**config.mk**
```make
export PLATFORM = sky130hd
export DESIGN_NAME = beat_grid_step_counter_unit
export DESIGN_NICKNAME = d
export VERILOG_FILES = /design/src/sv/bgsc_pkg.sv /design/src/sv/beat_grid_step_counter_unit.sv /design/src/sv/bgsc_smul.sv /design/src/sv/bgsc_sdiv.sv /design/src/sv/bgsc_smod.sv
export SDC_FILE = /design/constraint.sdc
export NUM_CORES = 1
export LEC_CHECK = 0
export BUFFER_PORTS_ARGS = -buffer_cell sky130_fd_sc_hd__buf_2
export CORE_ASPECT_RATIO = 1.25
export CORE_MARGIN = 8
export CORE_UTILIZATION = 45
export CTS_BUF_LIST = sky130_fd_sc_hd__clkbuf_16
export CTS_CLUSTER_DIAMETER = 40
export DETAILED_ROUTE_END_ITERATION = 16
export SETUP_SLACK_MARGIN = 0.05
export SKIP_CTS_REPAIR_TIMING = 1
export SYNTH_ARGS = -nofsm -noshare
export SYNTH_HDL_FRONTEND = slang
export SYNTH_HIERARCHICAL = 1
export SYNTH_SLANG_ARGS = --single-unit
```
**constraint.sdc**
```tcl
create_clock -name clk -period 7.9 [get_ports clk]
set_input_delay 1.975 -clock clk [delete_from_list [all_inputs] [get_ports clk]]
set_output_delay 1.975 -clock clk [all_outputs]
set_load 0.03 [all_outputs]
```
**src/sv/bgsc_pkg.sv**
```systemverilog
`timescale 1ns / 1ps

package bgsc_pkg;

  // Field widths
  localparam int OP_W    = 3;
  localparam int BEAT_W  = 48;
  localparam int SET_W   = 8;
  localparam int TICK_W  = 7;
  localparam int MULT_W  = 8;
  localparam int UNITS_W = 40;

  // Serial datapath widths. The beat difference carries one extra sign bit.
  // One grid unit is 4 * mult beats at 16 fraction bits, so the divisor is
  // mult shifted left by 18.
  localparam int DELTA_W    = BEAT_W + 1;
  localparam int PW         = DELTA_W + TICK_W;
  localparam int FRAC_SHIFT = 18;
  localparam int QW         = PW - FRAC_SHIFT;

  localparam int CATCHUP_DEF = 8;
  localparam logic [TICK_W-1:0] DIV_MAX = TICK_W'(96);

  localparam logic [MULT_W-1:0] MULT_RESET = MULT_W'(1);
  localparam logic [TICK_W-1:0] DIV_RESET  = TICK_W'(16);

  localparam logic [OP_W-1:0] OP_START    = 3'd0;
  localparam logic [OP_W-1:0] OP_STOP     = 3'd1;
  localparam logic [OP_W-1:0] OP_BEAT     = 3'd2;
  localparam logic [OP_W-1:0] OP_SET_MULT = 3'd3;
  localparam logic [OP_W-1:0] OP_SET_DIV  = 3'd4;

  typedef struct packed {
    logic done;
    logic nonpos;
  } bgsc_mul_st_t;

endpackage

```
**src/sv/beat_grid_step_counter_unit.sv**
```systemverilog
`timescale 1ns / 1ps

// Channel   Direction  Handshake           Payload
// in_       input      in_valid/in_stall   in_op, in_beat_pos, in_beat_valid, in_set_value
// out_      output     out_valid/out_stall out_tick, out_last
// cfg_      input      cfg_valid/cfg_ready cfg_data (clock bound)
//
// Start, stop and sets outside a run use no serial unit; a start with the clock bound then delivers one item.
// A set while running with the clock bound wraps the count through the serial remainder unit.
// A beat update that advances passes through bit-serial subtract and multiply,
// restoring division, a prep step and the serial remainder unit before its first item.
// Reset is synchronous and active low; no clearing pass is needed.
// The output register lets a waiting result sit while the next item is accepted.
module beat_grid_step_counter_unit #(
  parameter int CATCHUP = bgsc_pkg::CATCHUP_DEF
) (
  input  logic                         clk,
  input  logic                         rst_n,
  input  logic                         in_valid,
  output logic                         in_stall,
  input  logic [bgsc_pkg::OP_W-1:0]    in_op,
  input  logic signed [bgsc_pkg::BEAT_W-1:0] in_beat_pos,
  input  logic                         in_beat_valid,
  input  logic [bgsc_pkg::SET_W-1:0]   in_set_value,
  output logic                         out_valid,
  input  logic                         out_stall,
  output logic [bgsc_pkg::TICK_W-1:0]  out_tick,
  output logic                         out_last,
  input  logic                         cfg_valid,
  output logic                         cfg_ready,
  input  logic                         cfg_data
);
  import bgsc_pkg::*;

  localparam int CW = $clog2(CATCHUP + 1);

  localparam logic [2:0] S_IDLE = 3'd0;
  localparam logic [2:0] S_MUL  = 3'd1;
  localparam logic [2:0] S_DIV  = 3'd2;
  localparam logic [2:0] S_PREP = 3'd3;
  localparam logic [2:0] S_MOD  = 3'd4;
  localparam logic [2:0] S_EMIT = 3'd5;

  logic [2:0]         state_r, state_nxt;
  logic               clock_bound_r, clock_bound_nxt;
  logic               running_r, running_nxt;
  logic               base_valid_r, base_valid_nxt;
  logic [MULT_W-1:0]  mult_r, mult_nxt;
  logic [TICK_W-1:0]  div_r, div_nxt;
  logic [TICK_W-1:0]  step_count_r, step_count_nxt;
  logic [UNITS_W-1:0] units_done_r, units_done_nxt;
  logic               mod_for_set_r, mod_for_set_nxt;
  logic               out_valid_r, out_valid_nxt;

  logic [BEAT_W-1:0]  grid_base_r, grid_base_nxt;
  logic [UNITS_W-1:0] advance_r, advance_nxt;
  logic [TICK_W-1:0]  tick_r, tick_nxt;
  logic [CW-1:0]      remain_r, remain_nxt;
  logic [TICK_W-1:0]  out_tick_r, out_tick_nxt;
  logic               out_last_r, out_last_nxt;

  logic               accept;
  logic               cfg_accept;
  logic               out_load;
  logic [MULT_W-1:0]  new_mult;
  logic [TICK_W-1:0]  new_div;
  logic [TICK_W-1:0]  div_set;
  logic               mul_start;
  logic               div_start;
  logic               mod_start;
  logic [UNITS_W-1:0] mod_val;
  logic [TICK_W-1:0]  mod_div;
  bgsc_mul_st_t       mul_st;
  logic [QW-1:0]      mul_num;
  logic               div_done;
  logic [UNITS_W-1:0] div_quot;
  logic               mod_done;
  logic [TICK_W-1:0]  mod_rem;
  logic [UNITS_W:0]   units_diff;
  logic               prep_big;
  logic [UNITS_W-1:0] prep_n;
  logic [TICK_W:0]    tick_p1;

  bgsc_smul u_smul (
    .clk   (clk),
    .rst_n (rst_n),
    .start (mul_start),
    .beat  (in_beat_pos),
    .base  (grid_base_r),
    .div   (div_r),
    .st    (mul_st),
    .num   (mul_num)
  );

  bgsc_sdiv u_sdiv (
    .clk   (clk),
    .rst_n (rst_n),
    .start (div_start),
    .num   (mul_num),
    .mult  (mult_r),
    .done  (div_done),
    .quot  (div_quot)
  );

  bgsc_smod u_smod (
    .clk   (clk),
    .rst_n (rst_n),
    .start (mod_start),
    .val   (mod_val),
    .div   (mod_div),
    .done  (mod_done),
    .rem   (mod_rem)
  );

  always_comb begin
    accept     = in_valid && (state_r == S_IDLE);
    cfg_accept = cfg_valid && (state_r == S_IDLE);
    out_load   = !out_valid_r || !out_stall;

    new_mult = (in_set_value == '0) ? MULT_W'(1) : in_set_value;
    if (in_set_value == '0) begin
      new_div = TICK_W'(1);
    end else if (in_set_value > {1'b0, DIV_MAX}) begin
      new_div = DIV_MAX;
    end else begin
      new_div = TICK_W'(in_set_value);
    end
    div_set = (in_op == OP_SET_DIV) ? new_div : div_r;

    units_diff = {1'b0, div_quot} - {1'b0, units_done_r};
    prep_big   = advance_r > UNITS_W'(CATCHUP);
    prep_n     = prep_big ? (advance_r - UNITS_W'(CATCHUP - 1)) : UNITS_W'(1);
    tick_p1    = {1'b0, tick_r} + 1'b1;

    // The count can lie outside the cycle when a division was stored out of a run or while
    // the clock was unbound, so it is wrapped together with the offset to the first tick.
    mod_val = (state_r == S_IDLE) ? UNITS_W'(step_count_r)
                                  : (prep_n + UNITS_W'(step_count_r));
    mod_div = (state_r == S_IDLE) ? div_set : div_r;

    state_nxt       = state_r;
    clock_bound_nxt = clock_bound_r;
    running_nxt     = running_r;
    base_valid_nxt  = base_valid_r;
    mult_nxt        = mult_r;
    div_nxt         = div_r;
    step_count_nxt  = step_count_r;
    units_done_nxt  = units_done_r;
    mod_for_set_nxt = mod_for_set_r;
    grid_base_nxt   = grid_base_r;
    advance_nxt     = advance_r;
    tick_nxt        = tick_r;
    remain_nxt      = remain_r;
    out_tick_nxt    = out_tick_r;
    out_last_nxt    = out_last_r;
    out_valid_nxt   = out_valid_r && out_stall;
    mul_start       = 1'b0;
    div_start       = 1'b0;
    mod_start       = 1'b0;

    case (state_r)
      S_IDLE: begin
        if (accept) begin
          case (in_op)
            OP_START: begin
              running_nxt = 1'b0;
              if (clock_bound_r) begin
                running_nxt    = 1'b1;
                units_done_nxt = '0;
                base_valid_nxt = in_beat_valid;
                if (in_beat_valid) begin
                  grid_base_nxt = in_beat_pos;
                end
                tick_nxt   = '0;
                remain_nxt = CW'(1);
                state_nxt  = S_EMIT;
              end
            end
            OP_STOP: begin
              running_nxt = 1'b0;
            end
            OP_BEAT: begin
              if (running_r && clock_bound_r && in_beat_valid) begin
                if (!base_valid_r) begin
                  // First valid beat after a start without one takes the grid here.
                  grid_base_nxt  = in_beat_pos;
                  base_valid_nxt = 1'b1;
                  units_done_nxt = '0;
                end else begin
                  mul_start = 1'b1;
                  state_nxt = S_MUL;
                end
              end
            end
            OP_SET_MULT, OP_SET_DIV: begin
              mult_nxt = (in_op == OP_SET_MULT) ? new_mult : mult_r;
              div_nxt  = div_set;
              if (running_r && clock_bound_r) begin
                // Either factor alone changes, so the ratio changes iff it differs.
                if (in_beat_valid && ((in_op == OP_SET_MULT) ? (new_mult != mult_r)
                                                             : (new_div != div_r))) begin
                  grid_base_nxt  = in_beat_pos;
                  base_valid_nxt = 1'b1;
                  units_done_nxt = '0;
                end
                mod_start       = 1'b1;
                mod_for_set_nxt = 1'b1;
                state_nxt       = S_MOD;
              end
            end
            default: begin
            end
          endcase
        end
        if (cfg_accept) begin
          clock_bound_nxt = cfg_data;
          if (cfg_data && running_r) begin
            base_valid_nxt = 1'b0;
            units_done_nxt = '0;
          end
        end
      end
      S_MUL: begin
        if (mul_st.done) begin
          if (mul_st.nonpos) begin
            state_nxt = S_IDLE;
          end else begin
            div_start = 1'b1;
            state_nxt = S_DIV;
          end
        end
      end
      S_DIV: begin
        if (div_done) begin
          // Only a clock that moved past the units already counted advances.
          if (!units_diff[UNITS_W] && (units_diff[UNITS_W-1:0] != '0)) begin
            advance_nxt    = units_diff[UNITS_W-1:0];
            units_done_nxt = div_quot;
            state_nxt      = S_PREP;
          end else begin
            state_nxt = S_IDLE;
          end
        end
      end
      S_PREP: begin
        remain_nxt      = prep_big ? CW'(CATCHUP) : CW'(advance_r);
        mod_start       = 1'b1;
        mod_for_set_nxt = 1'b0;
        state_nxt       = S_MOD;
      end
      S_MOD: begin
        if (mod_done) begin
          if (mod_for_set_r) begin
            step_count_nxt = mod_rem;
            state_nxt      = S_IDLE;
          end else begin
            // First emitted tick: the count moved on by all units but the emitted ones.
            tick_nxt  = mod_rem;
            state_nxt = S_EMIT;
          end
        end
      end
      S_EMIT: begin
        if (out_load) begin
          out_valid_nxt = 1'b1;
          out_tick_nxt  = tick_r;
          out_last_nxt  = (remain_r == CW'(1));
          remain_nxt    = remain_r - 1'b1;
          tick_nxt      = (tick_p1 == {1'b0, div_r}) ? '0 : TICK_W'(tick_p1);
          if (remain_r == CW'(1)) begin
            step_count_nxt = tick_r;
            state_nxt      = S_IDLE;
          end
        end
      end
      default: begin
        state_nxt = S_IDLE;
      end
    endcase
  end

  always_ff @(posedge clk) begin
    if (!rst_n) begin
      state_r       <= S_IDLE;
      clock_bound_r <= 1'b0;
      running_r     <= 1'b0;
      base_valid_r  <= 1'b0;
      mult_r        <= MULT_RESET;
      div_r         <= DIV_RESET;
      step_count_r  <= '0;
      units_done_r  <= '0;
      mod_for_set_r <= 1'b0;
      out_valid_r   <= 1'b0;
    end else begin
      state_r       <= state_nxt;
      clock_bound_r <= clock_bound_nxt;
      running_r     <= running_nxt;
      base_valid_r  <= base_valid_nxt;
      mult_r        <= mult_nxt;
      div_r         <= div_nxt;
      step_count_r  <= step_count_nxt;
      units_done_r  <= units_done_nxt;
      mod_for_set_r <= mod_for_set_nxt;
      out_valid_r   <= out_valid_nxt;
    end
  end

  always_ff @(posedge clk) begin
    grid_base_r <= grid_base_nxt;
    advance_r   <= advance_nxt;
    tick_r      <= tick_nxt;
    remain_r    <= remain_nxt;
    out_tick_r  <= out_tick_nxt;
    out_last_r  <= out_last_nxt;
  end

  assign in_stall  = (state_r != S_IDLE);
  assign cfg_ready = (state_r == S_IDLE);
  assign out_valid = out_valid_r;
  assign out_tick  = out_tick_r;
  assign out_last  = out_last_r;

`ifndef SYNTH
  a_emit_remain: assert property (@(posedge clk) disable iff (!rst_n)
      state_r == S_EMIT |-> remain_r != '0)
    else $error("emission running with no item left to send");

  a_emit_tick: assert property (@(posedge clk) disable iff (!rst_n)
      state_r == S_EMIT |-> tick_r < div_r)
    else $error("tick outside the current cycle");

  a_emit_running: assert property (@(posedge clk) disable iff (!rst_n)
      state_r == S_EMIT |-> running_r)
    else $error("ticks emitted while the counter is stopped");

  a_div_range: assert property (@(posedge clk) disable iff (!rst_n)
      div_r != '0 && div_r <= DIV_MAX && mult_r != '0)
    else $error("division or multiplier out of range");
`endif

endmodule

```
**src/sv/bgsc_smul.sv**
```systemverilog
`timescale 1ns / 1ps

module bgsc_smul (
  input  logic                          clk,
  input  logic                          rst_n,
  input  logic                          start,
  input  logic [bgsc_pkg::BEAT_W-1:0]   beat,
  input  logic [bgsc_pkg::BEAT_W-1:0]   base,
  input  logic [bgsc_pkg::TICK_W-1:0]   div,
  output bgsc_pkg::bgsc_mul_st_t        st,
  output logic [bgsc_pkg::QW-1:0]       num
);
  import bgsc_pkg::*;

  localparam int CNT_W = $clog2(DELTA_W);

  logic [BEAT_W-1:0]  a_sr_r;
  logic [BEAT_W-1:0]  b_sr_r;
  logic               borrow_r;
  logic [TICK_W-1:0]  carry_r;
  logic [DELTA_W-1:0] prod_sr_r;
  logic               nz_r;
  logic               sign_r;
  logic               busy_r;
  logic               done_r;
  logic [CNT_W-1:0]   cnt_r;

  logic               d_bit;
  logic               borrow_nxt;
  logic [TICK_W:0]    acc;
  logic               last_bit;
  logic [PW-1:0]      prod_full;

  // The difference is formed LSB first and each bit is multiplied by the
  // division straight away; the carry holds the pending upper product bits.
  always_comb begin
    d_bit      = a_sr_r[0] ^ b_sr_r[0] ^ borrow_r;
    borrow_nxt = (~a_sr_r[0] & b_sr_r[0]) | (~(a_sr_r[0] ^ b_sr_r[0]) & borrow_r);
    acc        = {1'b0, carry_r} + (d_bit ? {1'b0, div} : '0);
    last_bit   = busy_r && (cnt_r == CNT_W'(DELTA_W - 1));
    prod_full  = {carry_r, prod_sr_r};
  end

  always_ff @(posedge clk) begin
    if (!rst_n) begin
      busy_r <= 1'b0;
      done_r <= 1'b0;
      cnt_r  <= '0;
    end else begin
      done_r <= last_bit;
      if (start) begin
        busy_r <= 1'b1;
        cnt_r  <= '0;
      end else if (busy_r) begin
        cnt_r <= cnt_r + 1'b1;
        if (last_bit) begin
          busy_r <= 1'b0;
        end
      end
    end
  end

  always_ff @(posedge clk) begin
    if (start) begin
      a_sr_r   <= beat;
      b_sr_r   <= base;
      borrow_r <= 1'b0;
      carry_r  <= '0;
      nz_r     <= 1'b0;
    end else if (busy_r) begin
      // Arithmetic shift, so the top step sees the sign of both operands.
      a_sr_r    <= {a_sr_r[BEAT_W-1], a_sr_r[BEAT_W-1:1]};
      b_sr_r    <= {b_sr_r[BEAT_W-1], b_sr_r[BEAT_W-1:1]};
      borrow_r  <= borrow_nxt;
      carry_r   <= acc[TICK_W:1];
      prod_sr_r <= {acc[0], prod_sr_r[DELTA_W-1:1]};
      nz_r      <= nz_r | d_bit;
      sign_r    <= d_bit;
    end
  end

  assign st.done   = done_r;
  assign st.nonpos = sign_r | ~nz_r;
  assign num       = prod_full[PW-1:FRAC_SHIFT];

endmodule

```
**src/sv/bgsc_sdiv.sv**
```systemverilog
`timescale 1ns / 1ps

module bgsc_sdiv (
  input  logic                          clk,
  input  logic                          rst_n,
  input  logic                          start,
  input  logic [bgsc_pkg::QW-1:0]       num,
  input  logic [bgsc_pkg::MULT_W-1:0]   mult,
  output logic                          done,
  output logic [bgsc_pkg::UNITS_W-1:0]  quot
);
  import bgsc_pkg::*;

  localparam int CNT_W = $clog2(QW);

  logic [MULT_W-1:0] rem_r;
  logic [QW-1:0]     q_sr_r;
  logic              busy_r;
  logic              done_r;
  logic [CNT_W-1:0]  cnt_r;

  logic [MULT_W:0]   trial;
  logic              ge;
  logic              last_bit;

  // Restoring division, one quotient bit a cycle. The numerator shifts out
  // at the top while the quotient bits shift in at the bottom.
  always_comb begin
    trial    = {rem_r, q_sr_r[QW-1]};
    ge       = trial >= {1'b0, mult};
    last_bit = busy_r && (cnt_r == CNT_W'(QW - 1));
  end

  always_ff @(posedge clk) begin
    if (!rst_n) begin
      busy_r <= 1'b0;
      done_r <= 1'b0;
      cnt_r  <= '0;
    end else begin
      done_r <= last_bit;
      if (start) begin
        busy_r <= 1'b1;
        cnt_r  <= '0;
      end else if (busy_r) begin
        cnt_r <= cnt_r + 1'b1;
        if (last_bit) begin
          busy_r <= 1'b0;
        end
      end
    end
  end

  always_ff @(posedge clk) begin
    if (start) begin
      rem_r  <= '0;
      q_sr_r <= num;
    end else if (busy_r) begin
      rem_r  <= ge ? MULT_W'(trial - {1'b0, mult}) : MULT_W'(trial);
      q_sr_r <= {q_sr_r[QW-2:0], ge};
    end
  end

  assign done = done_r;
  // The quotient is at most QW bits wide, so it never reaches the unit limit.
  assign quot = UNITS_W'(q_sr_r);

endmodule

```
**src/sv/bgsc_smod.sv**
```systemverilog
`timescale 1ns / 1ps

module bgsc_smod (
  input  logic                          clk,
  input  logic                          rst_n,
  input  logic                          start,
  input  logic [bgsc_pkg::UNITS_W-1:0]  val,
  input  logic [bgsc_pkg::TICK_W-1:0]   div,
  output logic                          done,
  output logic [bgsc_pkg::TICK_W-1:0]   rem
);
  import bgsc_pkg::*;

  localparam int CNT_W = $clog2(UNITS_W);

  logic [UNITS_W-1:0] v_sr_r;
  logic [TICK_W-1:0]  div_r;
  logic [TICK_W-1:0]  rem_r;
  logic               busy_r;
  logic               done_r;
  logic [CNT_W-1:0]   cnt_r;

  logic [TICK_W:0]    trial;
  logic               ge;
  logic               last_bit;

  // Remainder by Horner's rule, MSB first: r = (2r + bit) mod div.
  always_comb begin
    trial    = {rem_r, v_sr_r[UNITS_W-1]};
    ge       = trial >= {1'b0, div_r};
    last_bit = busy_r && (cnt_r == CNT_W'(UNITS_W - 1));
  end

  always_ff @(posedge clk) begin
    if (!rst_n) begin
      busy_r <= 1'b0;
      done_r <= 1'b0;
      cnt_r  <= '0;
    end else begin
      done_r <= last_bit;
      if (start) begin
        busy_r <= 1'b1;
        cnt_r  <= '0;
      end else if (busy_r) begin
        cnt_r <= cnt_r + 1'b1;
        if (last_bit) begin
          busy_r <= 1'b0;
        end
      end
    end
  end

  always_ff @(posedge clk) begin
    if (start) begin
      v_sr_r <= val;
      div_r  <= div;
      rem_r  <= '0;
    end else if (busy_r) begin
      v_sr_r <= {v_sr_r[UNITS_W-2:0], 1'b0};
      rem_r  <= ge ? TICK_W'(trial - {1'b0, div_r}) : TICK_W'(trial);
    end
  end

  assign done = done_r;
  assign rem  = rem_r;

endmodule

```
Word level (Yosys, flattened, before mapping):

Cells that the tools add are included.

* output and inout port bits: 11
* input bits: 66
* word-level logic and storage cells: 263
* flip-flop bits (word level): 456

* equal/unequal tests: 40
* muxes and demuxes: 109
* bitwise gates (word level): 12
* $add $sub $neg: 11
* order comparisons: 4
* reduce and logical (&&, ||, !) cells: 48

Operators with widths (number)
* two-way mux 40 bit: 14
* two-way mux 48 bit: 8
* case mux 48 bit (3 select lines): 1
* case mux 40 bit (3 select lines): 1
* two-way mux 7 bit: 17
* two-way mux 47 bit: 2
* case mux 40 bit (2 select lines): 1
* two-way mux 38 bit: 2
* subtractor 38 x 40 -> 41 bit: 1
* adder 40 x 7 -> 40 bit: 1
* greater-than comparator 40 x 4 -> 1 bit (second input constant): 1
* nonzero test 40 bit: 1
* subtractor 40 x 3 -> 40 bit (second input constant): 1
* two-way mux 1 bit: 34
* two-way mux 3 bit: 11
* inequality test 2 bit (second input constant): 11
* case mux 7 bit (3 select lines): 1
* two-way mux 4 bit: 5
* adder 6 x 1 -> 6 bit (second input constant): 3
* == test 6 bit (second input constant): 3
* case mux 3 bit (6 select lines): 1
* two-way mux 8 bit: 2
* inequality test 2 x 1 -> 1 bit (second input constant): 8
* case mux 7 bit (2 select lines): 1
* 41 further kinds: 93

Logic depth before layout (Yosys ltp):

Gate-level depths: netlist of run 1.

* word-level depth: 13
* mapped depth: 21
* gate-level depth less buffers: 19

Modules after synthesis:

The synthesis of run 1 kept the hierarchy.

By module, submodules not included
* beat_grid_step_counter_unit: area each 12045.3 um^2, cells an instance 1409, seq. area each 4614.4 um^2, times used 1
* bgsc_smul: area each 6037.0 um^2, cells an instance 358, seq. area each 4184.0 um^2, times used 1
* bgsc_smod: area each 2970.3 um^2, cells an instance 224, seq. area each 1711.6 um^2, times used 1
* bgsc_sdiv: area each 2700.1 um^2, cells an instance 213, seq. area each 1461.4 um^2, times used 1

Worst setup path before layout of run 1:

Ideal clock, no wire load.

* path type: input -> register
* from: input port in_set_value[4] (netlist name)
* to: register grid_base_r[0] (enable)
* setup slack: 1917 ps
* setup time: 469 ps
* stages on the path: 8
* arrival: 5514 ps
* buffers on the path: 1
* data required time: 7431 ps
* cells stage by stage: clkbuf_1 -> nor4_1 -> a32oi_1 -> nor2_1 -> xnor2_1 -> a41oi_1 -> inv_2 -> a21oi_1

* word-level cells in the longest chain between the ends: 8
* elaborated cells on any way between the ends: 11
* classes of those cells: 1 x order compare; 3 x eq/ne; 4 x mux; 3 x reduce/logical

RTL lines
* start, declared: RTL line beat_grid_step_counter_unit.sv:24 `input logic [bgsc_pkg::SET_W-1:0] in_set_value,`
* greater-than comparator 8 x 7 -> 1 bit: RTL line beat_grid_step_counter_unit.sv:123 `end else if (in_set_value > {1'b0, DIV_MAX}) begin`
* two-way mux 7 bit: RTL line beat_grid_step_counter_unit.sv:123
* two-way mux 7 bit: RTL line beat_grid_step_counter_unit.sv:121 `if (in_set_value == '0) begin`
* inequality test 7 bit: RTL line beat_grid_step_counter_unit.sv:201 `: (new_div != div_r))) begin`
* two-way mux 1 bit (*): RTL line beat_grid_step_counter_unit.sv:200 `if (in_beat_valid && ((in_op == OP_SET_MULT) ? (new_mult != mult_r)`
* logical AND 1 bit (*): RTL line beat_grid_step_counter_unit.sv:200
* inequality test 2 bit (no source line) (*)
* AND reduction 9 bit (no source line) (*)
* end signal, assigned: RTL line beat_grid_step_counter_unit.sv:309 `grid_base_r <= grid_base_nxt;`
* end, declared: RTL line beat_grid_step_counter_unit.sv:55 `logic [BEAT_W-1:0] grid_base_r, grid_base_nxt;`

Mark *: on every way between the ends. The rest lies on a longest branch, timed or not.
A chain may end at the register's enable or synchronous reset.

Worst setup path after layout of run 1:

* from: register advance_r[7]
* to: register u_smod.v_sr_r[26], data pin

* word-level cells in the longest chain between the ends: 5
* elaborated cells on any way between the ends: 6
* classes of those cells: 2 x add/sub; 1 x order compare; 3 x mux

RTL lines
* start, declared: RTL line beat_grid_step_counter_unit.sv:56 `logic [UNITS_W-1:0] advance_r, advance_nxt;`
* start signal, assigned: RTL line beat_grid_step_counter_unit.sv:310 `advance_r <= advance_nxt;`
* subtractor 40 x 3 -> 40 bit / greater-than comparator 40 x 4 -> 1 bit (equally long branches): RTL line beat_grid_step_counter_unit.sv:132, beat_grid_step_counter_unit.sv:131
* two-way mux 40 bit (*): RTL line beat_grid_step_counter_unit.sv:132 `prep_n = prep_big ? (advance_r - UNITS_W'(CATCHUP - 1)) : UNITS_W'(1);`
* adder 40 x 7 -> 40 bit (*): RTL line beat_grid_step_counter_unit.sv:138 `: (prep_n + UNITS_W'(step_count_r));`
* two-way mux 40 bit (*): RTL line beat_grid_step_counter_unit.sv:137 `mod_val = (state_r == S_IDLE) ? UNITS_W'(step_count_r)`
* named net mod_val[26]: RTL line beat_grid_step_counter_unit.sv:71 `logic [UNITS_W-1:0] mod_val;`
* two-way mux 40 bit (*): RTL line bgsc_smod.sv:54 `if (start) begin`
* end signal, assigned: RTL line bgsc_smod.sv:55 `v_sr_r <= val;`
* end signal, assigned: RTL line bgsc_smod.sv:59 `v_sr_r <= {v_sr_r[UNITS_W-2:0], 1'b0};`
* end, declared: RTL line bgsc_smod.sv:16 `logic [UNITS_W-1:0] v_sr_r;`

The timed path passes the listed nets; every way through them passes the cells marked *.

==> results_dict.tcl, run 1 <==
set metrics [dict create \
    rsz0062_at_grt "no" \
    routedWlPerCell_um 17.5 \
    path_max_fanout 14 \
    intPower_mw 4.17 \
    final_cells 2983 \
    crit_family "compound AO/OA/AOI/OAI gates" \
    yosysTopAreaCell "edfxtp_1" \
    synth_top_area_share_pct 40.5 \
    worstPathCellList "or4_4, or4_1, a2111oi_4, nor2b_1, fa_1, a21o_1, a21oi_1, o21bai_1, a21o_1, a21oi_1, nor4_1, buf_4, nand2_1, nand2_1, o22ai_1, xnor2_1, nor2_1, mux2_2" \
    chipHeight_um 273 \
    power_frac_clock_pct 48.6 \
    syn_inst 2204 \
    slew_headroom_pct 21.6 \
    async_flop_share_pct 0 \
    first_pass_iters 6 \
    finalClockSkew_ns 0.0284 \
    num_vias 16789 \
    switching_share_pct 24.0 \
    r2r_slack_ns 2.14 \
    synth_area_leaders "edfxtp_1 40%, dfxtp_1 9.9%, mux2_2 8.3%, ha_1 4.2%, nor2_1 3.3%" \
    place_area_mm2 0.0247 \
    placed_cells 2868 \
    place_hpwl_mm 37.5 \
    crit_type "flip-flop to flip-flop" \
    drv_slew 0 \
    place_congestion 0.860 \
    drt_iter0_drc 1161 \
    synth.avg_cell_area_um2 10.8 \
    max_stage_delay_ns 0.79 \
    clock_latency_ns 0.62 \
    dieArea_mm2 0.0604 \
    numCtsBuffers 59 \
    totalWireLength_mm 52.2 \
    status "complete, no violations" \
    setup_tns_ns 0 \
    grt_pass1_wl_mm 86.1 \
    via_per_inst 5.63 \
    syn_to_final_growth_pct 12.6 \
    startpoint_type "flip-flop" \
    grt_pass1_vias 16825 \
    power_density_mw_per_mm2 205 \
    vdd_drop_max_v 0.000176 \
    ios 77 \
    nNetsFinal 2409 \
    rows 94 \
    worstPathRequired_ns 8.26 \
    netlist-cell-type-count 104 \
    yosysSeqAreaShare_pct 50.4 \
    clockBufferDepth 3 \
    period_share_pct 73.0 \
    synth_warnings 6 \
    tightest_slew_ns 1.17 \
    initial_core_util_pct 45.3 \
    max_cap_violations 0 \
    hold_path_class "flip-flop to flip-flop" \
    fp.dieW_um 221 \
    finalPower_mw 5.49 \
    cp.buffers_inverters 1 \
    ant_nets 0 \
    synth_most_common_cell "edfxtp_1" \
    core_area_mm2 0.0525 \
    min_period_ns 5.76 \
    cts_tree "yes" \
    grt_max_degree 88 \
    root_buffer "clkbuf_16" \
    track_usage_pct 16.9 \
    nFillCells 4705 \
    path_clk_slew_ns 0.06 \
    power_switching_mw 1.32 \
    antenna_found_initial 1 \
    portBuffers 76 \
    drc 0 \
    ctsHtreeMaxLevel 2 \
    fin_area_mm2 0.0267 \
    synth_flop_cell "edfxtp_1" \
    crit_slowest_cell "a2111oi_4" \
    drive_above_1_share_pct 18.4 \
    clock-sinks 438 \
    synthTopCellsByCount "320 x edfxtp_1, 209 x nor2_1, 176 x mux2_2" \
    hold_viol 0 \
    setup_viol 0 \
    comb_power_share_pct 6.0 \
    cp-end-kind "flip-flop" \
    syn_area_mm2 0.0238 \
    ys_seq_elements 438 \
    grt_overflow 0 \
    critPathArrivalTime_ns 6.12 \
    power.leakage_nw 9.36 \
    pwr-share-seq_pct 45.5 \
    synth-edff-count 320 \
    fmax_mhz 174 \
]
-- cell type report --
type	instances	area, µm²	share of cell area (%)
Antenna cell	2	5.00	0.0187
Clock buffer	61	1530	5.71
Clock inverter	51	497	1.86
Inverter	108	407	1.52
Multi-Input combinational cell	1561	11000	41.2
Sequential cell	438	12000	44.8
Tap cell	672	841	3.15
Timing Repair Buffer	90	483	1.81
-- metrics by stage --
step | hold WS, ns | worst slack, ns | util [%]
after floorplan | 0.420 | 1.92 | -
after global placement | 0.424 | 2.10 | 47.1
final | 0.439 | 2.14 | 51.0
after detailed placement | 0.430 | 2.01 | 47.1
after global routing | 0.449 | 1.74 | 51.0
after CTS | 0.438 | 1.98 | 50.9
-- routing by layer --
| layer | GRT usage, % | share of wire [%] | vias to the layer above | wire, µm |
|---|---|---|---|---|
| met5 | 0 | 0 | - | 0 |
| met4 | 6.23 | 3.1 | 0 | 1620 |
| met3 | 2.84 | 3.6 | 109 | 1880 |
| met2 | 29.1 | 48 | 315 | 24900 |
| met1 | 21.3 | 46 | 8078 | 23800 |
| li1 | - | - | 8287 | - |
-- kinds of logic (layout without fill, tap and decap cells) --
| family | after synthesis | after routing | share of synthesized area (%) |
|---|---|---|---|
| simple gates | 694 | 694 | 14.5 |
| compound gates | 468 | 468 | 13.3 |
| flops | 438 | 438 | 50.4 |
| buf+inv | 206 | 310 | 3.55 |
| mux | 195 | 195 | 9.17 |
| xor+xnor | 117 | 117 | 4.35 |
| fa+ha+maj | 85 | 85 | 4.67 |
| other cells | 1 | 4 | 0.0158 |
-- power by group through the flow --
| stage | combinational (mW) | sequential [mW] | clock, mW |
|---|---|---|---|
| floorplan | 0.250 | 2.53 | 0 |
| global placement | 0.320 | 2.54 | 0 |
| detailed placement | 0.328 | 2.54 | 0 |
| CTS | 0.330 | 2.50 | 2.74 |
| global route | 0.363 | 2.50 | 2.84 |
| finish | 0.328 | 2.50 | 2.67 |
-- cells in the final DEF, fill, tap and decap left out, drive strengths merged, types with 69 or more instances in the layout --
master / netlist / layout
a21oi: 131 / 131
buf: 41 / 89
dfxtp: 118 / 118
edfxtp: 320 / 320
ha: 79 / 79
inv: 108 / 133
mux2: 177 / 177
nand2: 175 / 175
nor2: 210 / 210
o21ai: 90 / 90
xnor2: 69 / 69
-- final timing paths --
path	startpoint	end	cells after the start
worst max-delay path	advance_r[7]	u_smod/v_sr_r[26]	18
worst min-delay path	u_smul/prod_sr_r[26]	u_smul/prod_sr_r[25]	0
worst max register to register	advance_r[7]	u_smod/v_sr_r[26]	18
worst min register to register	u_smul/prod_sr_r[26]	u_smul/prod_sr_r[25]	0
-- sequential cells by signal, indices dropped and copies added, names as in the netlist, 7 cells and up --
| register | cells |
|---|---|
| div_r | 7 |
| u_smul/prod_sr_r | 31 |
| out_tick | 7 |
| tick_r | 7 |
| step_count_r | 7 |
| u_sdiv/q_sr_r | 38 |
| u_smul/carry_r | 7 |
| u_smul/b_sr_r | 48 |
| u_smod/v_sr_r | 40 |
| units_done_r | 40 |
| u_smod/div_r | 7 |
| u_smod/rem | 7 |
| advance_r | 40 |
| u_smul/a_sr_r | 48 |
| mult_r | 8 |
| u_sdiv/rem_r | 8 |
| grid_base_r | 48 |
-- worst reg2reg max path, delay by kind of cell (launching register included) --
family / cells / cell delay [ns]
buf+inv: 1 / 0.18
compound gates: 7 / 2.07
mux: 1 / 0.28
xor+xnor: 1 / 0.14
simple gates: 7 / 1.89
fa+ha+maj: 1 / 0.48
flops: 1 / 0.49
(Power assumes the default switching activity.)
==> run 2: changes to the inputs <==
Clock period 7.9 ns to 5 ns, I/O delays scaled along.
==> run 2 against run 1 <==
Net effect:
- critical path type unchanged
- fmax increased by 22%
- largest power group unchanged
- final cell count grew 1.2%
- worst setup slack lost 1.9 ns
- core utilization grew 0.59 points
- critical endpoint unchanged
- largest cell class unchanged
- worst hold slack better by 0.0023 ns
- sequential cell count unchanged
- highest routed layer unchanged
- critical path depth rose by 1
==> results_dict.tcl, run 2 (same netlist as run 1, synthesis figures left out) <==
set metrics [dict create \
    status "complete, no violations" \
    vdd_drop_max_v 0.000309 \
    grt_max_degree 115 \
    nFillCells 4757 \
    hold_viol 0 \
    drc 0 \
    root_buffer "clkbuf_16" \
    grt_overflow 0 \
    dieArea_mm2 0.0604 \
    num_vias 16955 \
    grt_pass1_wl_mm 85.7 \
    chipHeight_um 273 \
    ios 77 \
    rows 94 \
    initial_core_util_pct 45.3 \
    cts_tree "yes" \
    power_density_mw_per_mm2 316 \
    setup_tns_ns 0 \
    antenna_found_initial 0 \
    nNetsFinal 2449 \
    finalClockSkew_ns 0.0260 \
    drt_iter0_drc 1024 \
    place_hpwl_mm 37.7 \
    period_share_pct 94.8 \
    place_ws_ns 0.105 \
    min_period_ns 4.74 \
    worstPathRequired_ns 5.35 \
    hold_path_class "flip-flop to flip-flop" \
    drive_above_1_share_pct 20.1 \
    via_per_inst 5.62 \
    routedWlPerCell_um 17.2 \
    fmax_mhz 211 \
    worstPathCellList "or4_4, or4_4, a2111oi_4, nor2b_1, fa_1, a21o_1, a21oi_1, o21bai_1, a21o_1, a21oi_2, nor4_2, buf_4, nand2_1, buf_4, nand2_1, o22ai_2, xnor2_1, nor2_1, mux2_2" \
    portBuffers 76 \
    core_area_mm2 0.0525 \
    fin_ws_ns 0.262 \
    clockBufferDepth 3 \
    startpoint_type "flip-flop" \
    slew_headroom_pct 26.2 \
    totalWireLength_mm 51.9 \
    rsz0062_at_grt "yes" \
    crit_family "simple AND/OR/NAND/NOR gates" \
    power.leakage_nw 9.53 \
    ant_nets 0 \
    cp.buffers_inverters 2 \
    reg_top3 "grid_base_r: 48 flops, u_smul/a_sr_r: 48 flops, u_smul/b_sr_r: 48 flops" \
    syn_to_final_growth_pct 13.9 \
    clock-sinks 438 \
    ctsHtreeMaxLevel 2 \
    path_max_fanout 4 \
    max_stage_delay_ns 0.55 \
    clock_latency_ns 0.62 \
    layout_common_cells "320 x edfxtp_1, 206 x nor2_1, 176 x mux2_2" \
    max_cap_violations 0 \
    first_pass_iters 7 \
    final_common_cell "edfxtp_1" \
    place_congestion 0.877 \
    tightest_slew_ns 1.10 \
    setup_viol 0 \
    grt_pass1_vias 16909 \
    antenna-diode-count 0 \
    cp-end-kind "flip-flop" \
    drv_slew 0 \
    crit_type "flip-flop to flip-flop" \
    path_clk_slew_ns 0.06 \
    fp.dieW_um 221 \
    numCtsBuffers 58 \
    crit_slowest_cell "or4_4" \
    track_usage_pct 16.8 \
    critPathArrivalTime_ns 5.09 \
]
-- run 2: cell count changes in the layout (fill, tap and decap cells not counted), sizes merged --
cell | previous run | this run
buf | 89 | 131
clkbuf | 62 | 58
clkinv | 19 | 22
diode | 2 | 0
inv | 133 | 130
-- run 2: metal layers --
layer	share of wire (%)	track usage, %	vias to the layer above
met5	0	0	-
met4	3.3	6.44	0
met3	3.5	2.76	102
met2	48	28.5	317
met1	46	21.4	8176
li1	-	-	8360
-- run 2: power by group --
| part | total (mW) | leakage [nW] | internal, mW | switching, mW |
|---|---|---|---|---|
| Clock | 4.08 | 0.975 | 2.39 | 1.69 |
| Combinational | 0.525 | 4.70 | 0.210 | 0.315 |
| Sequential | 3.94 | 3.86 | 3.90 | 0.0443 |
| Total | 8.54 | 9.53 | 6.50 | 2.05 |
-- run 2: layout make-up --
class | instances | area (µm²) | area share, %
well taps | 672 | 841 | 3.11
repair buffers | 131 | 843 | 3.12
multi-input cells | 1561 | 11000 | 40.8
flip-flops and latches | 438 | 12000 | 44.3
clock buffers | 58 | 1450 | 5.37
inverters | 108 | 407 | 1.50
clock inverters | 51 | 494 | 1.83
-- run 2: final timing paths --
check | from | end | cells after the start | slack (ns)
max | advance_r[8] | u_smod/v_sr_r[26] | 19 | 0.26
max reg2reg | advance_r[8] | u_smod/v_sr_r[26] | 19 | 0.26
min | u_smul/prod_sr_r[29] | u_smul/prod_sr_r[28] | 0 | 0.44
min reg2reg | u_smul/prod_sr_r[29] | u_smul/prod_sr_r[28] | 0 | 0.44
-- run 2: through the flow --
step	cell area [µm²]	util [%]	hold WS [ns]	total power [mW]	std cells
after floorplan	23800	-	0.420	4.39	2205
after global placement	25100	47.8	0.425	4.53	2910
after detailed placement	25100	47.8	0.430	4.54	2910
after CTS	27000	51.5	0.445	8.66	3019
after global routing	27000	51.6	0.457	8.86	3019
final	27000	51.6	0.441	8.54	3019
